### src/oid_pkg.sv
// shared types and constants for the oid subidentifier decoder
package oid_pkg;

  // default width of the subidentifier accumulator
  localparam int unsigned VALUE_BITS_DEF = 32;
  // entries in the queue between front and back
  localparam int unsigned QUEUE_DEPTH    = 4;

  localparam logic [7:0] CONT_BIT  = 8'h80;
  localparam logic [7:0] DATA_MASK = 8'h7F;
  localparam logic [7:0] INDEX_MAX = 8'hFF;

  // result status codes
  localparam logic [1:0] ST_OK    = 2'd0;
  localparam logic [1:0] ST_OVF   = 2'd1;
  localparam logic [1:0] ST_TRUNC = 2'd2;

  // what the back end has to do with a queue entry
  typedef enum logic [1:0] {
    KIND_SINGLE,
    KIND_PAIR,
    KIND_OVF,
    KIND_TRUNC
  } kind_e;

  typedef struct packed {
    kind_e      kind;
    logic [7:0] index;
    logic       last;
  } tag_t;

endpackage

### src/oid_if.sv
// handshake channels for octets in and arcs out
interface oid_in_if;
  logic       valid;
  logic       ready;
  logic [7:0] octet;
  logic       end_of_oid;

  modport source (output valid, output octet, output end_of_oid, input ready);
  modport sink   (input valid, input octet, input end_of_oid, output ready);
endinterface

interface oid_out_if;
  logic        valid;
  logic        ready;
  logic [31:0] arc_value;
  logic [7:0]  arc_index;
  logic [1:0]  status;
  logic        last;

  modport source (output valid, output arc_value, output arc_index, output status,
                  output last, input ready);
  modport sink   (input valid, input arc_value, input arc_index, input status,
                  input last, output ready);
endinterface

### src/oid_subidentifier_decoder.sv
// top level of the object identifier subidentifier decoder
//
// decodes the content octets of an encoded object identifier, one octet per
// transaction on in_i, and delivers one transaction per arc on out_o: the
// arc value, its index from zero (saturating at 255), a status and a last
// flag. the first subidentifier becomes two arcs (0, 1 or 2, then the rest).
// an overflow past VALUE_BITS gives one error result with status 1 and then
// drops octets through the end of the identifier; a final octet that still
// has its continuation bit set gives one error result with status 2. error
// results carry an all-ones value and always have last set. an octet is
// taken every cycle while the four-entry queue between the intake and the
// result side has room; the output register delivers at most one arc per
// cycle, so apart from back-pressure on out_o the only sustained slowdown
// is the second arc that each first subidentifier adds. each arc passes
// through the queue and then the output register on its way out.
module oid_subidentifier_decoder #(
  parameter int unsigned VALUE_BITS = oid_pkg::VALUE_BITS_DEF
) (
  input  logic clk_i,
  input  logic rst_ni,
  oid_in_if.sink    in_i,
  oid_out_if.source out_o
);

  localparam int unsigned ENTRY_W = $bits(oid_pkg::tag_t) + VALUE_BITS;

  // front to queue
  logic                  push;
  oid_pkg::tag_t         push_tag;
  logic [VALUE_BITS-1:0] push_value;

  // queue to back
  logic                  pop;
  logic                  full;
  logic                  empty;
  logic [ENTRY_W-1:0]    rd_entry;
  oid_pkg::tag_t         pop_tag;
  logic [VALUE_BITS-1:0] pop_value;

  oid_front #(
    .VALUE_BITS (VALUE_BITS)
  ) u_front (
    .clk_i        (clk_i),
    .rst_ni       (rst_ni),
    .in_valid_i   (in_i.valid),
    .in_ready_o   (in_i.ready),
    .octet_i      (in_i.octet),
    .end_of_oid_i (in_i.end_of_oid),
    .full_i       (full),
    .push_o       (push),
    .tag_o        (push_tag),
    .value_o      (push_value)
  );

  // decouples intake from the output handshake
  oid_queue #(
    .DATA_W (ENTRY_W),
    .DEPTH  (oid_pkg::QUEUE_DEPTH)
  ) u_queue (
    .clk_i   (clk_i),
    .rst_ni  (rst_ni),
    .push_i  (push),
    .wdata_i ({push_tag, push_value}),
    .pop_i   (pop),
    .rdata_o (rd_entry),
    .full_o  (full),
    .empty_o (empty)
  );

  assign {pop_tag, pop_value} = rd_entry;

  oid_back #(
    .VALUE_BITS (VALUE_BITS)
  ) u_back (
    .clk_i       (clk_i),
    .rst_ni      (rst_ni),
    .empty_i     (empty),
    .tag_i       (pop_tag),
    .value_i     (pop_value),
    .pop_o       (pop),
    .out_valid_o (out_o.valid),
    .out_ready_i (out_o.ready),
    .arc_value_o (out_o.arc_value),
    .arc_index_o (out_o.arc_index),
    .status_o    (out_o.status),
    .last_o      (out_o.last)
  );

  // the intake never writes into a full queue
  assert property (@(posedge clk_i) disable iff (!rst_ni) push |-> !full)
    else $error("queue written while full");

  // the result side never reads an empty queue
  assert property (@(posedge clk_i) disable iff (!rst_ni) pop |-> !empty)
    else $error("queue read while empty");

  // a first subidentifier leaves the output register with arc index 0 next cycle
  assert property (@(posedge clk_i) disable iff (!rst_ni)
                   pop && pop_tag.kind == oid_pkg::KIND_PAIR
                   |=> out_o.valid && out_o.arc_index == 8'd0 && !out_o.last)
    else $error("first arc of a pair not presented");

  // error results always close the identifier
  assert property (@(posedge clk_i) disable iff (!rst_ni)
                   pop && (pop_tag.kind == oid_pkg::KIND_OVF ||
                           pop_tag.kind == oid_pkg::KIND_TRUNC)
                   |=> out_o.last && out_o.arc_value == 32'hFFFF_FFFF)
    else $error("error result without last or all-ones value");

endmodule

### src/oid_front.sv
// octet intake: base-128 gathering, overflow and truncation detection
module oid_front #(
  parameter int unsigned VALUE_BITS = oid_pkg::VALUE_BITS_DEF
) (
  input  logic                  clk_i,
  input  logic                  rst_ni,
  input  logic                  in_valid_i,
  output logic                  in_ready_o,
  input  logic [7:0]            octet_i,
  input  logic                  end_of_oid_i,
  input  logic                  full_i,
  output logic                  push_o,
  output oid_pkg::tag_t         tag_o,
  output logic [VALUE_BITS-1:0] value_o
);

  logic [VALUE_BITS-1:0] acc_q, acc_d;
  logic [7:0]            count_q, count_d;
  logic                  skip_q, skip_d;
  logic                  accept;
  logic                  overflow;
  logic [VALUE_BITS-1:0] value;
  logic [7:0]            data;

  assign in_ready_o = !full_i;
  assign accept     = in_valid_i && in_ready_o;
  assign overflow   = acc_q[VALUE_BITS-1 -: 7] != 7'd0;
  assign data       = octet_i & oid_pkg::DATA_MASK;
  assign value      = {acc_q[VALUE_BITS-8:0], data[6:0]};
  assign value_o    = value;

  always_comb begin
    acc_d       = acc_q;
    count_d     = count_q;
    skip_d      = skip_q;
    push_o      = 1'b0;
    tag_o.kind  = oid_pkg::KIND_SINGLE;
    tag_o.index = count_q;
    tag_o.last  = end_of_oid_i;
    if (accept) begin
      priority if (skip_q) begin
        if (end_of_oid_i) begin
          skip_d  = 1'b0;
          count_d = 8'd0;
          acc_d   = '0;
        end
      end else if (overflow) begin
        push_o     = 1'b1;
        tag_o.kind = oid_pkg::KIND_OVF;
        tag_o.last = 1'b1;
        acc_d      = '0;
        if (end_of_oid_i) begin
          count_d = 8'd0;
        end else begin
          skip_d = 1'b1;
        end
      end else if ((octet_i & oid_pkg::CONT_BIT) != 8'd0) begin
        if (end_of_oid_i) begin
          push_o     = 1'b1;
          tag_o.kind = oid_pkg::KIND_TRUNC;
          tag_o.last = 1'b1;
          acc_d      = '0;
          count_d    = 8'd0;
        end else begin
          acc_d = value;
        end
      end else begin
        push_o = 1'b1;
        acc_d  = '0;
        if (count_q == 8'd0) begin
          tag_o.kind = oid_pkg::KIND_PAIR;
          count_d    = 8'd2;
        end else if (count_q != oid_pkg::INDEX_MAX) begin
          count_d = count_q + 8'd1;
        end
        if (end_of_oid_i) begin
          count_d = 8'd0;
        end
      end
    end
  end

  always_ff @(posedge clk_i or negedge rst_ni) begin
    if (!rst_ni) begin
      acc_q   <= '0;
      count_q <= 8'd0;
      skip_q  <= 1'b0;
    end else begin
      acc_q   <= acc_d;
      count_q <= count_d;
      skip_q  <= skip_d;
    end
  end

endmodule

### src/oid_queue.sv
// small fifo between the intake and the result side
module oid_queue #(
  parameter int unsigned DATA_W = 8,
  parameter int unsigned DEPTH  = oid_pkg::QUEUE_DEPTH
) (
  input  logic              clk_i,
  input  logic              rst_ni,
  input  logic              push_i,
  input  logic [DATA_W-1:0] wdata_i,
  input  logic              pop_i,
  output logic [DATA_W-1:0] rdata_o,
  output logic              full_o,
  output logic              empty_o
);

  localparam int unsigned PTR_W = (DEPTH > 1) ? $clog2(DEPTH) : 1;
  localparam int unsigned CNT_W = $clog2(DEPTH + 1);

  logic [DATA_W-1:0] mem_q [DEPTH];
  logic [PTR_W-1:0]  wr_q, rd_q;
  logic [CNT_W-1:0]  cnt_q;

  assign full_o  = cnt_q == CNT_W'(DEPTH);
  assign empty_o = cnt_q == '0;
  assign rdata_o = mem_q[rd_q];

  always_ff @(posedge clk_i) begin
    if (push_i) begin
      mem_q[wr_q] <= wdata_i;
    end
  end

  always_ff @(posedge clk_i or negedge rst_ni) begin
    if (!rst_ni) begin
      wr_q  <= '0;
      rd_q  <= '0;
      cnt_q <= '0;
    end else begin
      if (push_i) begin
        wr_q <= (wr_q == PTR_W'(DEPTH - 1)) ? '0 : wr_q + PTR_W'(1);
      end
      if (pop_i) begin
        rd_q <= (rd_q == PTR_W'(DEPTH - 1)) ? '0 : rd_q + PTR_W'(1);
      end
      if (push_i && !pop_i) begin
        cnt_q <= cnt_q + CNT_W'(1);
      end else if (pop_i && !push_i) begin
        cnt_q <= cnt_q - CNT_W'(1);
      end
    end
  end

endmodule

### src/oid_back.sv
// result side: splits the first subidentifier and drives the output register
module oid_back #(
  parameter int unsigned VALUE_BITS = oid_pkg::VALUE_BITS_DEF
) (
  input  logic                  clk_i,
  input  logic                  rst_ni,
  input  logic                  empty_i,
  input  oid_pkg::tag_t         tag_i,
  input  logic [VALUE_BITS-1:0] value_i,
  output logic                  pop_o,
  output logic                  out_valid_o,
  input  logic                  out_ready_i,
  output logic [31:0]           arc_value_o,
  output logic [7:0]            arc_index_o,
  output logic [1:0]            status_o,
  output logic                  last_o
);

  logic                  valid_q;
  logic [31:0]           arc_q;
  logic [7:0]            index_q;
  logic [1:0]            status_q;
  logic                  last_q;
  logic                  pend_q;
  logic [31:0]           pend_arc_q;
  logic                  pend_last_q;
  logic                  load;
  logic [VALUE_BITS-1:0] first_arc;
  logic [VALUE_BITS-1:0] second_arc;
  logic [VALUE_BITS+31:0] ext_value;
  logic [VALUE_BITS+31:0] ext_first;
  logic [VALUE_BITS+31:0] ext_second;

  assign load  = !valid_q || out_ready_i;
  assign pop_o = load && !pend_q && !empty_i;

  // first subidentifier: 0..39 -> arc 0, 40..79 -> arc 1, else arc 2
  always_comb begin
    if (value_i < VALUE_BITS'(40)) begin
      first_arc = VALUE_BITS'(0);
    end else if (value_i < VALUE_BITS'(80)) begin
      first_arc = VALUE_BITS'(1);
    end else begin
      first_arc = VALUE_BITS'(2);
    end
  end

  always_comb begin
    if (value_i < VALUE_BITS'(40)) begin
      second_arc = value_i;
    end else if (value_i < VALUE_BITS'(80)) begin
      second_arc = value_i - VALUE_BITS'(40);
    end else begin
      second_arc = value_i - VALUE_BITS'(80);
    end
  end

  assign ext_value  = {32'd0, value_i};
  assign ext_first  = {32'd0, first_arc};
  assign ext_second = {32'd0, second_arc};

  always_ff @(posedge clk_i) begin
    if (load) begin
      if (pend_q) begin
        arc_q    <= pend_arc_q;
        index_q  <= 8'd1;
        status_q <= oid_pkg::ST_OK;
        last_q   <= pend_last_q;
      end else if (!empty_i) begin
        unique case (tag_i.kind)
          oid_pkg::KIND_SINGLE: begin
            arc_q    <= ext_value[31:0];
            index_q  <= tag_i.index;
            status_q <= oid_pkg::ST_OK;
            last_q   <= tag_i.last;
          end
          oid_pkg::KIND_PAIR: begin
            arc_q    <= ext_first[31:0];
            index_q  <= 8'd0;
            status_q <= oid_pkg::ST_OK;
            last_q   <= 1'b0;
          end
          oid_pkg::KIND_OVF: begin
            arc_q    <= '1;
            index_q  <= tag_i.index;
            status_q <= oid_pkg::ST_OVF;
            last_q   <= tag_i.last;
          end
          oid_pkg::KIND_TRUNC: begin
            arc_q    <= '1;
            index_q  <= tag_i.index;
            status_q <= oid_pkg::ST_TRUNC;
            last_q   <= tag_i.last;
          end
          default: begin
            arc_q    <= '1;
            index_q  <= tag_i.index;
            status_q <= oid_pkg::ST_OK;
            last_q   <= tag_i.last;
          end
        endcase
      end
    end
    if (pop_o && tag_i.kind == oid_pkg::KIND_PAIR) begin
      pend_arc_q  <= ext_second[31:0];
      pend_last_q <= tag_i.last;
    end
  end

  always_ff @(posedge clk_i or negedge rst_ni) begin
    if (!rst_ni) begin
      valid_q <= 1'b0;
      pend_q  <= 1'b0;
    end else if (load) begin
      valid_q <= pend_q || !empty_i;
      pend_q  <= pop_o && tag_i.kind == oid_pkg::KIND_PAIR;
    end
  end

  assign out_valid_o = valid_q;
  assign arc_value_o = arc_q;
  assign arc_index_o = index_q;
  assign status_o    = status_q;
  assign last_o      = last_q;

endmodule
### src/flat_wrapper.sv
// flat-port wrapper written by rule: the top's interface ports become plain ports
module oid_subidentifier_decoder_flat 
#(
  parameter int unsigned VALUE_BITS = oid_pkg::VALUE_BITS_DEF
)
  (clk_i, rst_ni, in_i_valid, in_i_octet, in_i_end_of_oid, in_i_ready, out_o_valid, out_o_arc_value, out_o_arc_index, out_o_status, out_o_last, out_o_ready);
  oid_in_if in_i_i ();
  oid_out_if out_o_i ();
  input  logic clk_i;
  input  logic rst_ni;
  input wire logic [$bits(in_i_i.valid)-1:0] in_i_valid;
  input wire logic [$bits(in_i_i.octet)-1:0] in_i_octet;
  input wire logic [$bits(in_i_i.end_of_oid)-1:0] in_i_end_of_oid;
  output wire logic [$bits(in_i_i.ready)-1:0] in_i_ready;
  output wire logic [$bits(out_o_i.valid)-1:0] out_o_valid;
  output wire logic [$bits(out_o_i.arc_value)-1:0] out_o_arc_value;
  output wire logic [$bits(out_o_i.arc_index)-1:0] out_o_arc_index;
  output wire logic [$bits(out_o_i.status)-1:0] out_o_status;
  output wire logic [$bits(out_o_i.last)-1:0] out_o_last;
  input wire logic [$bits(out_o_i.ready)-1:0] out_o_ready;
  assign in_i_i.valid = in_i_valid;
  assign in_i_i.octet = in_i_octet;
  assign in_i_i.end_of_oid = in_i_end_of_oid;
  assign in_i_ready = in_i_i.ready;
  assign out_o_valid = out_o_i.valid;
  assign out_o_arc_value = out_o_i.arc_value;
  assign out_o_arc_index = out_o_i.arc_index;
  assign out_o_status = out_o_i.status;
  assign out_o_last = out_o_i.last;
  assign out_o_i.ready = out_o_ready;
  oid_subidentifier_decoder #(.VALUE_BITS(VALUE_BITS)) u_core (.clk_i(clk_i), .rst_ni(rst_ni), .in_i(in_i_i), .out_o(out_o_i));
endmodule
### config.mk
export PLATFORM = sky130hd
export DESIGN_NAME = oid_subidentifier_decoder_flat
export DESIGN_NICKNAME = d
export VERILOG_FILES = /design/src/oid_pkg.sv /design/src/oid_if.sv /design/src/oid_subidentifier_decoder.sv /design/src/oid_front.sv /design/src/oid_queue.sv /design/src/oid_back.sv /design/src/flat_wrapper.sv
export SDC_FILE = /design/constraint.sdc
export NUM_CORES = 1
export LEC_CHECK = 0
export BUFFER_PORTS_ARGS = -buffer_cell sky130_fd_sc_hd__buf_4
export CORE_ASPECT_RATIO = 0.8
export CORE_UTILIZATION = 30
export CTS_CLUSTER_DIAMETER = 60
export CTS_CLUSTER_SIZE = 28
export DETAILED_ROUTE_END_ITERATION = 7
export GPL_ROUTABILITY_DRIVEN = 0
export GPL_TIMING_DRIVEN = 0
export SLEW_MARGIN = 20
export SYNTH_ARGS = -nofsm -noshare
export SYNTH_HDL_FRONTEND = slang
export SYNTH_SLANG_ARGS = --single-unit
### constraint.sdc
create_clock -name clk_i -period 4.48 [get_ports clk_i]
set_input_delay 0 -clock clk_i [delete_from_list [all_inputs] [get_ports clk_i]]
set_output_delay 0 -clock clk_i [all_outputs]
set_load 0.02 [all_outputs]
==> results of run 1 <==
==> kinds of logic after synthesis <==
kind of cell / after synthesis / synth area share, %
buffers and inverters: 54 / 1.90
AOI/OAI and AO/OA: 158 / 8.20
adders and majority gates: 13 / 1.39
DFF: 298 / 71.3
and+or+nand+nor: 166 / 6.95
xor gates and xnor gates: 28 / 2.01
muxes: 47 / 8.25
==> where the power goes <==
part,internal [W],total [W],switching (W)
Clock,0.000982,0.00206,0.00108
Sequential,0.00387,0.00407,0.000196
Combinational,0.00128,0.00342,0.00214
Total,0.00613,0.00955,0.00342
==> area by class of cell <==
class / count / share of cell area, %
multi-input cells: 412 / 23.3
clock inverters: 17 / 1.46
plain buffers: 37 / 1.23
inverters: 16 / 0.420
flip-flops and latches: 298 / 60.8
repair buffers: 72 / 4.27
clock buffers: 23 / 3.87
well taps: 536 / 4.69
==> metal layers <==
| layer | GRT usage (%) | vias up |
|---|---|---|
| met2 | 19.4 | 173 |
| li1 | - | 3174 |
| met1 | 17.9 | 3397 |
| met3 | 1.85 | 43 |
| met5 | 0 | - |
| met4 | 3.41 | 0 |
==> cell usage in the layout, fill, tap and decap left out, types with 22 or more instances in the layout <==
master | netlist | routed
a21oi_1 | 44 | 44
a22o_1 | 32 | 32
buf_4 | 2 | 59
clkbuf_1 | 24 | 25
clkbuf_16 | 0 | 22
dfrtp_1 | 50 | 50
edfxtp_1 | 248 | 248
mux4_2 | 40 | 40
nand2_1 | 51 | 51
nor2_1 | 27 | 25
o21ai_0 | 49 | 49
==> worst paths after layout <==
check,endpoint,slack [ns],cells after the start
worst max-delay path,u_core.u_back.arc_value_o[0]$_DFFE_PP_,0.29,12
worst min-delay path,u_core.u_front.count_q[7]$_DFFE_PN0P_,0.05,2
worst max register to register,u_core.u_back.arc_value_o[0]$_DFFE_PP_,0.29,12
worst min register to register,u_core.u_front.acc_q[27]$_DFFE_PN0P_,0.51,1
max in group asynchronous,u_core.u_front.acc_q[7]$_DFFE_PN0P_,3.94,2
min in group clk_i,u_core.u_queue.mem_q[1][5]$_DFFE_PP_,0.23,2
==> critical path, delay by kind of cell (launching register included) <==
kind	cells	cell delay, ns
muxes	1	0.44
AOI/OAI and AO/OA	2	0.77
DFF	1	0.35
buffers and inverters	5	1.37
adders and majority gates	1	0.22
and+or+nand+nor	3	0.83
==> per-stage QoR <==
| step | util [%] | setup slack [ns] | instance area [sq um] | TNS [ns] | instances |
|---|---|---|---|---|---|
| detailed placement | 33.6 | -1.00 | 13400 | -21.84 | 1359 |
| finish | 36.0 | 0.291 | 14300 | 0 | 1411 |
| CTS | 35.9 | 0.0182 | 14300 | 0 | 1410 |
| global placement | 33.4 | -1.04 | 13300 | -53.40 | 1356 |
| global route | 36.0 | 0.0434 | 14300 | 0 | 1411 |
| floorplan | - | 0.474 | 12200 | 0 | 764 |
==> flip-flops by register name, summed over array words and instances (netlist names) <==
signal / flops
u_core.u_front.count_q: 8
u_core.u_queue.rd_q: 2
u_core.u_queue.wr_q: 2
u_core.u_back.arc_index_o: 8
u_core.u_back.pend_arc_q: 32
u_core.u_back.last_o: 1
u_core.u_queue.mem_q: 172
u_core.u_back.status_o: 2
u_core.u_back.pend_last_q: 1
u_core.u_queue.cnt_q: 3
u_core.u_back.arc_value_o: 32
u_core.u_back.out_valid_o: 1
u_core.u_front.skip_q: 1
u_core.u_back.pend_q: 1
u_core.u_front.acc_q: 32
==> repair_timing <==
item | in CTS | in global routing
setup endpoints to repair | 57 | 17
buffers inserted | 0 | 1
hold endpoints to repair | 102 | 0
resized for setup | 4 | 4
hold buffers | 12 | 0
pin swaps | 0 | 1
==> metrics.cfg, run 1 <==
[route]
vias_per_cell = 4.81
postRouteAntennaNets = 0
wl_met2_um = 11400
wl_met3_um = 1210
dr.pass1.iters = 5
routed_wl_um = 25200
wl_met1_um = 12000
wl_per_cell_um = 17.9
top_layer = met4
vias = 6787
drc_errors = 0
drt_iter0_markers = 541

[logic_synthesis]
netlist.area_leader.share_pct = 61.0
yosysTopAreaCell = edfxtp_1
ys_ff_latch = 298
synth_cell_type_count = 60
synthCells = 764
synth_ff_type = edfxtp_1
yosys-top-cells-area = edfxtp_1 (61%), dfrtp_1 (10%), mux4_2 (7.4%)
synth_seq_area_share_pct = 71.3
yosys_warnings = 0
synth_common_cells = edfxtp_1 (248), nand2_1 (51), dfrtp_1 (50)
synth_edf_count = 248
synth_nets = 790
synth.most_common_cell = edfxtp_1
synth_area_sq_um = 12200
async_flop_share_pct = 16.8
syn-mean-instance-area_sq_um = 16.0

[setup_path]
cpPeakStageDelay_ns = 0.50
critPathMostFrequentCell = inv_1
cp-end-kind = flip-flop
reg2reg_from = u_core.u_queue.rd_q[1]$_DFFE_PN0P_
worst-setup-path-type = reg -> reg
cp.arrival_ns = 4.52
slowest_stage = clkdlybuf4s18_2
startpoint = u_core.u_queue.rd_q[1]$_DFFE_PN0P_
start_kind = flip-flop
required_ns = 4.81
path_cells = buf_2, buf_4, clkdlybuf4s18_2, mux4_2, inv_1, ha_1, inv_1, a2111oi_4, nand4_1, nor2_2, nand3_1, a32oi_1
crit_fanout = 19

[layout]
area_growth_pct = 17.2
antenna_cells = 0
seqCellArea_sq_um = 8700
n_fill_cell = 3722
drive_gt1_share_pct = 19.2
nNetsFinal = 885
multi_input_area_sq_um = 3330

[sta]
holdWs_ns = 0.0497
finalClockSkew_ns = 0.0147
slew_violations = 0
finalHoldViolations = 0
worst_pin_slew_ns = 0.861
fmax_mhz = 239
period_minus_slack_ns = 4.19
grt_setup_unrepaired = no
final.period_utilization_pct = 93.5
relSlewSlack_pct = 42.6
setup_viol = 0

[clock_tree]
path_clk_slew_ns = 0.09
numCtsBuffers = 22
root_buffer = clkbuf_16
htreeDepth = 1
cts_tree = yes
cts_sinks = 298
clock_tree.buffer_depth = 3
insertion_delay_ns = 0.54

[min_path]
hp-class = in -> async

[floorplanning]
dieArea_sq_um = 41500
dieWidth_um = 227
placementRows = 65
die_h_um = 182
io_pins = 58
coreArea_sq_um = 39800
initial_core_util_pct = 30.7

[global_route]
grt_pass1_wl_um = 39700
track_usage_pct = 12.4
grt_max_degree = 51
grt-ovfl-total = 0
grt_antenna_before_repair = 0
grt_pass1_vias = 6811

[place]
io_buffers = 56
hpwl_um = 16700

[power_and_ir_drop]
power_density_nw_per_um2 = 668
leakage_nw = 4.95
ir_drop_mv = 0.273
power_w = 0.00955

[job]
maxCapViolCount = 0

[run_status]
outcome = completed

Power figures use the tool's default switching activity.
==> run 2: changes to the inputs <==
- SETUP_SLACK_MARGIN: not set -> 0.3
- SYNTH_HIERARCHICAL: not set -> 1
==> run 2 against run 1 <==
  * Non-clock buffer count rose by 35
  * Combinational power rose by 3%
  * Critical path depth fell by 3
  * Via count rose by 2.9%
  * Register-to-register slack improved by 0.34 ns
  * Critical path type unchanged
==> metrics.cfg, run 2 <==
[route]
drt_iter0_markers = 538
dr.pass1.iters = 5
vias_per_cell = 4.84
drc_errors = 0
wl_per_cell_um = 18.4
postRouteAntennaNets = 0
vias = 6981
routed_wl_um = 26500

[logic_synthesis]
synthXorXnorAreaFrac_pct = 1.94
synth_common_cells = edfxtp_1 (248), nand2_1 (60), dfrtp_1 (50)
netlist.area_leader.share_pct = 59.0
synth_nets = 808
async_flop_share_pct = 16.8
yosys.area_share.simple_pct = 6.86
syn-mean-instance-area_sq_um = 16.2
synth_edf_count = 248
synthAdderAreaFrac_pct = 1.35
synth_compound_area_share_pct = 8.07
synth_cell_type_count = 64
synth_area_sq_um = 12600
yosys-top-cells-area = edfxtp_1 (59%), dfrtp_1 (9.9%), mux4_2 (6.8%)
synth.most_common_cell = edfxtp_1
ys_ff_latch = 298
synth_seq_area_share_pct = 68.9
synth_ff_type = edfxtp_1
yosysTopAreaCell = edfxtp_1
synth.area.mux_share_pct = 8.26
synth_top_family_by_area = multiplexers
yosys_warnings = 6
synthCells = 782

[clock_tree]
clock_tree.buffer_depth = 3
htreeDepth = 1
numCtsBuffers = 23
root_buffer = clkbuf_16
cts_tree = yes
insertion_delay_ns = 0.55
cts_sinks = 298
path_clk_slew_ns = 0.08
ctsResizeCount = 0

[layout]
seqCellArea_sq_um = 8700
layout_commonest_cell = edfxtp_1
multi_input_area_sq_um = 3370
finalInstanceArea_sq_um = 14700
nNetsFinal = 906
area_growth_pct = 16.5
drive_gt1_share_pct = 25.8
mostFrequentLayoutCells = edfxtp_1 (248), buf_4 (90), nand2_1 (60)
antenna_cells = 0
n_fill_cell = 3832
top_register = u_core/u_queue/mem_q
largest_reg_flops = 172

[run_status]
outcome = completed

[sta]
grt_setup_unrepaired = no
relSlewSlack_pct = 31.2
final.period_utilization_pct = 85.8
slew_violations = 0
setup_slack_ns = 0.635
setup_viol = 0
holdWs_ns = 0.0635
worst_pin_slew_ns = 1.02
period_minus_slack_ns = 3.85
finalHoldViolations = 0
fin_setup_tns_ns = 0
fmax_mhz = 260
finalClockSkew_ns = 0.0347

[floorplanning]
initial_core_util_pct = 30.8
dieWidth_um = 231
dieArea_sq_um = 42900
placementRows = 66
io_pins = 58
coreArea_sq_um = 41000
die_h_um = 186

[setup_path]
r2r_cells = 9
cp-end-kind = flip-flop
r2r_end = u_core/u_back/pend_arc_q[6]$_DFFE_PP_
start_kind = flip-flop
r2r_slack_ns = 0.63
crit_fanout = 10
reg2reg_from = u_core/u_queue/rd_q[0]$_DFFE_PN0P_
cp.arrival_ns = 4.12
startpoint = u_core/u_queue/rd_q[0]$_DFFE_PN0P_
crit_end = u_core/u_back/pend_arc_q[6]$_DFFE_PP_
required_ns = 4.76
worst-setup-path-type = reg -> reg

[place]
hpwl_um = 17500
io_buffers = 57
pre_cts_ws_ns = 0.661
dpl-instance-area_sq_um = 13800

[global_route]
grt_max_degree = 51
grt_antenna_before_repair = 0
grt_pass1_vias = 7157
grt-ovfl-total = 0
grt_pass1_wl_um = 41800
track_usage_pct = 12.6

[power_and_ir_drop]
power_density_nw_per_um2 = 653
ir_drop_mv = 0.314
leakage_nw = 5.31

[min_path]
hp-class = in -> async

[job]
maxCapViolCount = 0

[run 2: critical path, cell delays in order, from the launching register on]
cell	delay, ns
dfrtp_1	0.37
buf_6	0.21
buf_12	0.17
mux4_2	0.59
nor4_1	0.72
nand4_1	0.35
clkbuf_1	0.31
nor4b_1	0.57
nor3b_1	0.15
xor2_1	0.17
[run 2: metal layers]
metal / up-vias / routed length, um / GRT usage (%) / part of all wire, %
li1: 3209 / - / - / -
met1: 3592 / 12400 / 17.7 / 47
met2: 146 / 12600 / 20.6 / 48
met3: 34 / 1030 / 1.49 / 3.9
met4: 0 / 427 / 3.10 / 1.6
met5: - / 0 / 0 / 0
[run 2: area by class of cell]
cell class / count / area share (%)
Clock inverter: 19 / 1.28
Timing Repair Buffer: 73 / 4.18
Inverter: 19 / 0.485
Buffer: 71 / 3.50
Multi-Input combinational cell: 394 / 22.9
Sequential cell: 298 / 59.1
Tap cell: 544 / 4.63
Clock buffer: 23 / 3.91
[run 2: cell families after synthesis]
family	count (synthesis)
buffers and inverters	90
and+or+nand+nor	157
AOI/OAI and AO/OA	148
DFF	298
adders and majority gates	13
muxes	48
xor gates and xnor gates	28
[run 2: worst min-delay path by stage]
stage | slack [ns] | endpoint | start
2_1_floorplan | -0.30 | u_core/u_back/out_valid_o$_DFFE_PN0N_ | rst_ni
3_3_place_gp | 0.09 | u_core/u_back/out_valid_o$_DFFE_PN0N_ | rst_ni
3_5_place_dp | 0.10 | u_core/u_back/out_valid_o$_DFFE_PN0N_ | rst_ni
4_1_cts | 0.07 | u_core/u_front/acc_q[27]$_DFFE_PN0P_ | rst_ni
5_1_grt | 0.13 | u_core/u_back/pend_q$_DFFE_PN0N_ | rst_ni
6_report | 0.06 | u_core/u_back/pend_q$_DFFE_PN0N_ | rst_ni
[run 2: metrics by stage]
stage / instances / utilization (%) / power, W
after CTS: 1441 / 35.9 / 0.00973
after global routing: 1441 / 35.9 / 0.0102
final: 1441 / 35.9 / 0.00961
after global placement: 1383 / 33.5 / 0.00756
after floorplan: 782 / - / 0.00641
after detailed placement: 1385 / 33.6 / 0.00762
[run 2: what timing repair did]
action                    4_1_cts  5_1_grt
setup buffers                   0        0
hold endpoints to repair      108        0
hold buffers                   14        0
[run 2: where the power goes]
group          switching (W)  internal [W]  total (W)
Clock                0.00107       0.00101    0.00208
Combinational        0.00214       0.00136    0.00351
Sequential          0.000182       0.00385    0.00403
==> run 3: changes to the inputs <==
- PLACE_DENSITY: not set -> 0.48
==> run 3 against run 2 <==
  * Total power grew 3.7%
  * Sequential power is essentially flat
  * Cell count grew 0.69%
  * First-iteration DRC count shrank 4.5%
  * Non-clock buffer count grew 3
  * Highest routed layer unchanged
==> metrics.cfg, run 3 (synthesized netlist as in run 2, its figures left out) <==
[global_route]
grt-ovfl-total = 0
grt_pass1_wl_um = 43400
track_usage_pct = 13.4
grt_pass1_vias = 7068
grt_max_degree = 51
grt_antenna_before_repair = 0

[layout]
drive_gt1_share_pct = 26.8
layout_commonest_cell = edfxtp_1
mostFrequentLayoutCells = edfxtp_1 (248), buf_4 (90), nand2_1 (60)
area_growth_pct = 18.3
finalNonFillerCells = 1451
n_fill_cell = 3846
seqCellArea_sq_um = 8700
antenna_cells = 0
multi_input_area_sq_um = 3380
largest_reg_flops = 172
nNetsFinal = 913
top_register = u_core/u_queue/mem_q

[floorplanning]
die_h_um = 186
initial_core_util_pct = 30.8
dieWidth_um = 231
io_pins = 58
coreArea_sq_um = 41000
placementRows = 66
dieArea_sq_um = 42900

[route]
wl_per_cell_um = 19.3
drc_errors = 0
dr.pass1.iters = 5
vias_per_cell = 4.75
vias = 6899
drt_iter0_markers = 514
postRouteAntennaNets = 0
routed_wl_um = 28000

[sta]
holdWs_ns = 0.0746
finalHoldViolations = 0
period_minus_slack_ns = 3.81
setup_viol = 0
relSlewSlack_pct = 20.0
fmax_mhz = 262
slew_violations = 0
grt_setup_unrepaired = no
finalClockSkew_ns = 0.0132
worst_pin_slew_ns = 1.19
final.period_utilization_pct = 85.1
setup_slack_ns = 0.665

[setup_path]
worst-setup-path-type = reg -> reg
cpPeakStageDelay_ns = 0.61
slowest_stage = nor4_1
cp.arrival_ns = 4.09
start_kind = flip-flop
path_cells = buf_6, buf_12, mux4_2, nor4_1, nand4_1, clkbuf_1, nor4b_1, nor3b_1, xor2_1
cp-end-kind = flip-flop
required_ns = 4.76
crit_fanout = 10

[power_and_ir_drop]
power_w = 0.00997
ir_drop_mv = 0.262
leakage_nw = 5.40
power_density_nw_per_um2 = 667

[clock_tree]
insertion_delay_ns = 0.55
clock_tree.buffer_depth = 3
cts_sinks = 298
root_buffer = clkbuf_16
cts_setup_buffers = 0
cts_tree = yes
htreeDepth = 1
path_clk_slew_ns = 0.07
numCtsBuffers = 27

[place]
io_buffers = 57
dp.cells = 1390
hpwl_um = 19400
pre_cts_ws_ns = 0.558

[run_status]
outcome = completed

[min_path]
hp-class = in -> async

[job]
maxCapViolCount = 0

-- run 3: changes by cell type in the layout (fill, tap and decap cells not counted), moves of 2 or more --
cell	before	now
clkinv_2	3	1
clkbuf_16	23	27
nor4_1	7	5
clkbuf_1	19	21
inv_12	2	0
buf_12	5	9
nor4_2	1	3
inv_8	2	8
dlygate4sd3_1	14	12
inv_6	6	2
-- run 3: worst paths after layout --
kind | from | cells after the start | to | slack, ns
setup / recovery | u_core/u_queue/rd_q[0]$_DFFE_PN0P_ | 9 | u_core/u_back/pend_arc_q[6]$_DFFE_PP_ | 0.67
hold / removal | rst_ni | 2 | u_core/u_queue/cnt_q[2]$_DFFE_PN0P_ | 0.07
hold reg to reg | u_core/u_queue/cnt_q[2]$_DFFE_PN0P_ | 1 | u_core/u_queue/cnt_q[2]$_DFFE_PN0P_ | 0.49
min in group clk_i | in_i_valid | 5 | u_core/u_front/count_q[4]$_DFFE_PN0P_ | 0.16
setup reg to reg | u_core/u_queue/rd_q[0]$_DFFE_PN0P_ | 9 | u_core/u_back/pend_arc_q[6]$_DFFE_PP_ | 0.67
max in group asynchronous | rst_ni | 2 | u_core/u_front/acc_q[4]$_DFFE_PN0P_ | 3.93
-- run 3: layout make-up --
| type | count | share of cell area (%) |
|---|---|---|
| buffer | 71 | 3.45 |
| clock buffer | 29 | 4.57 |
| clock inverter | 20 | 1.51 |
| inverter | 19 | 0.477 |
| multi-input combinational | 394 | 22.6 |
| sequential | 298 | 58.2 |
| tap | 544 | 4.55 |
| timing repair buffer | 76 | 4.62 |
-- run 3: stage by stage --
stage          cell area [sq um]  utilization [%]  TNS, ns
2_1_floorplan              12600                -        0
3_3_place_gp               13700             33.5   -16.71
3_5_place_dp               13900             33.9        0
4_1_cts                    14900             36.4        0
5_1_grt                    14900             36.4        0
6_report                   14900             36.4        0
-- run 3: power breakdown --
part	switching (W)	internal [W]
Sequential	0.000183	0.00384
Clock	0.00113	0.00123
Combinational	0.00219	0.00140
-- run 3: layer usage --
layer | wire (um) | GRT usage, % | up-vias
li1 | - | - | 3222
met1 | 13800 | 19.6 | 3529
met2 | 12500 | 20.6 | 114
met3 | 1050 | 2.14 | 34
met4 | 598 | 3.23 | 0
met5 | 0 | 0 | -
-- run 3: worst max-delay path: cells and delay by family, from the launching register on --
kind	cells	cell delay, ns
buffers and inverters	3	0.70
xor gates and xnor gates	1	0.17
and+or+nand+nor	4	1.69
DFF	1	0.38
muxes	1	0.60
-- run 3: what timing repair did --
| item | CTS | global route |
|---|---|---|
| resized for setup | 0 | 2 |
| setup endpoints to repair | 0 | 2 |
| endpoints found under the hold margin | 107 | 0 |
| hold buffers | 12 | 0 |
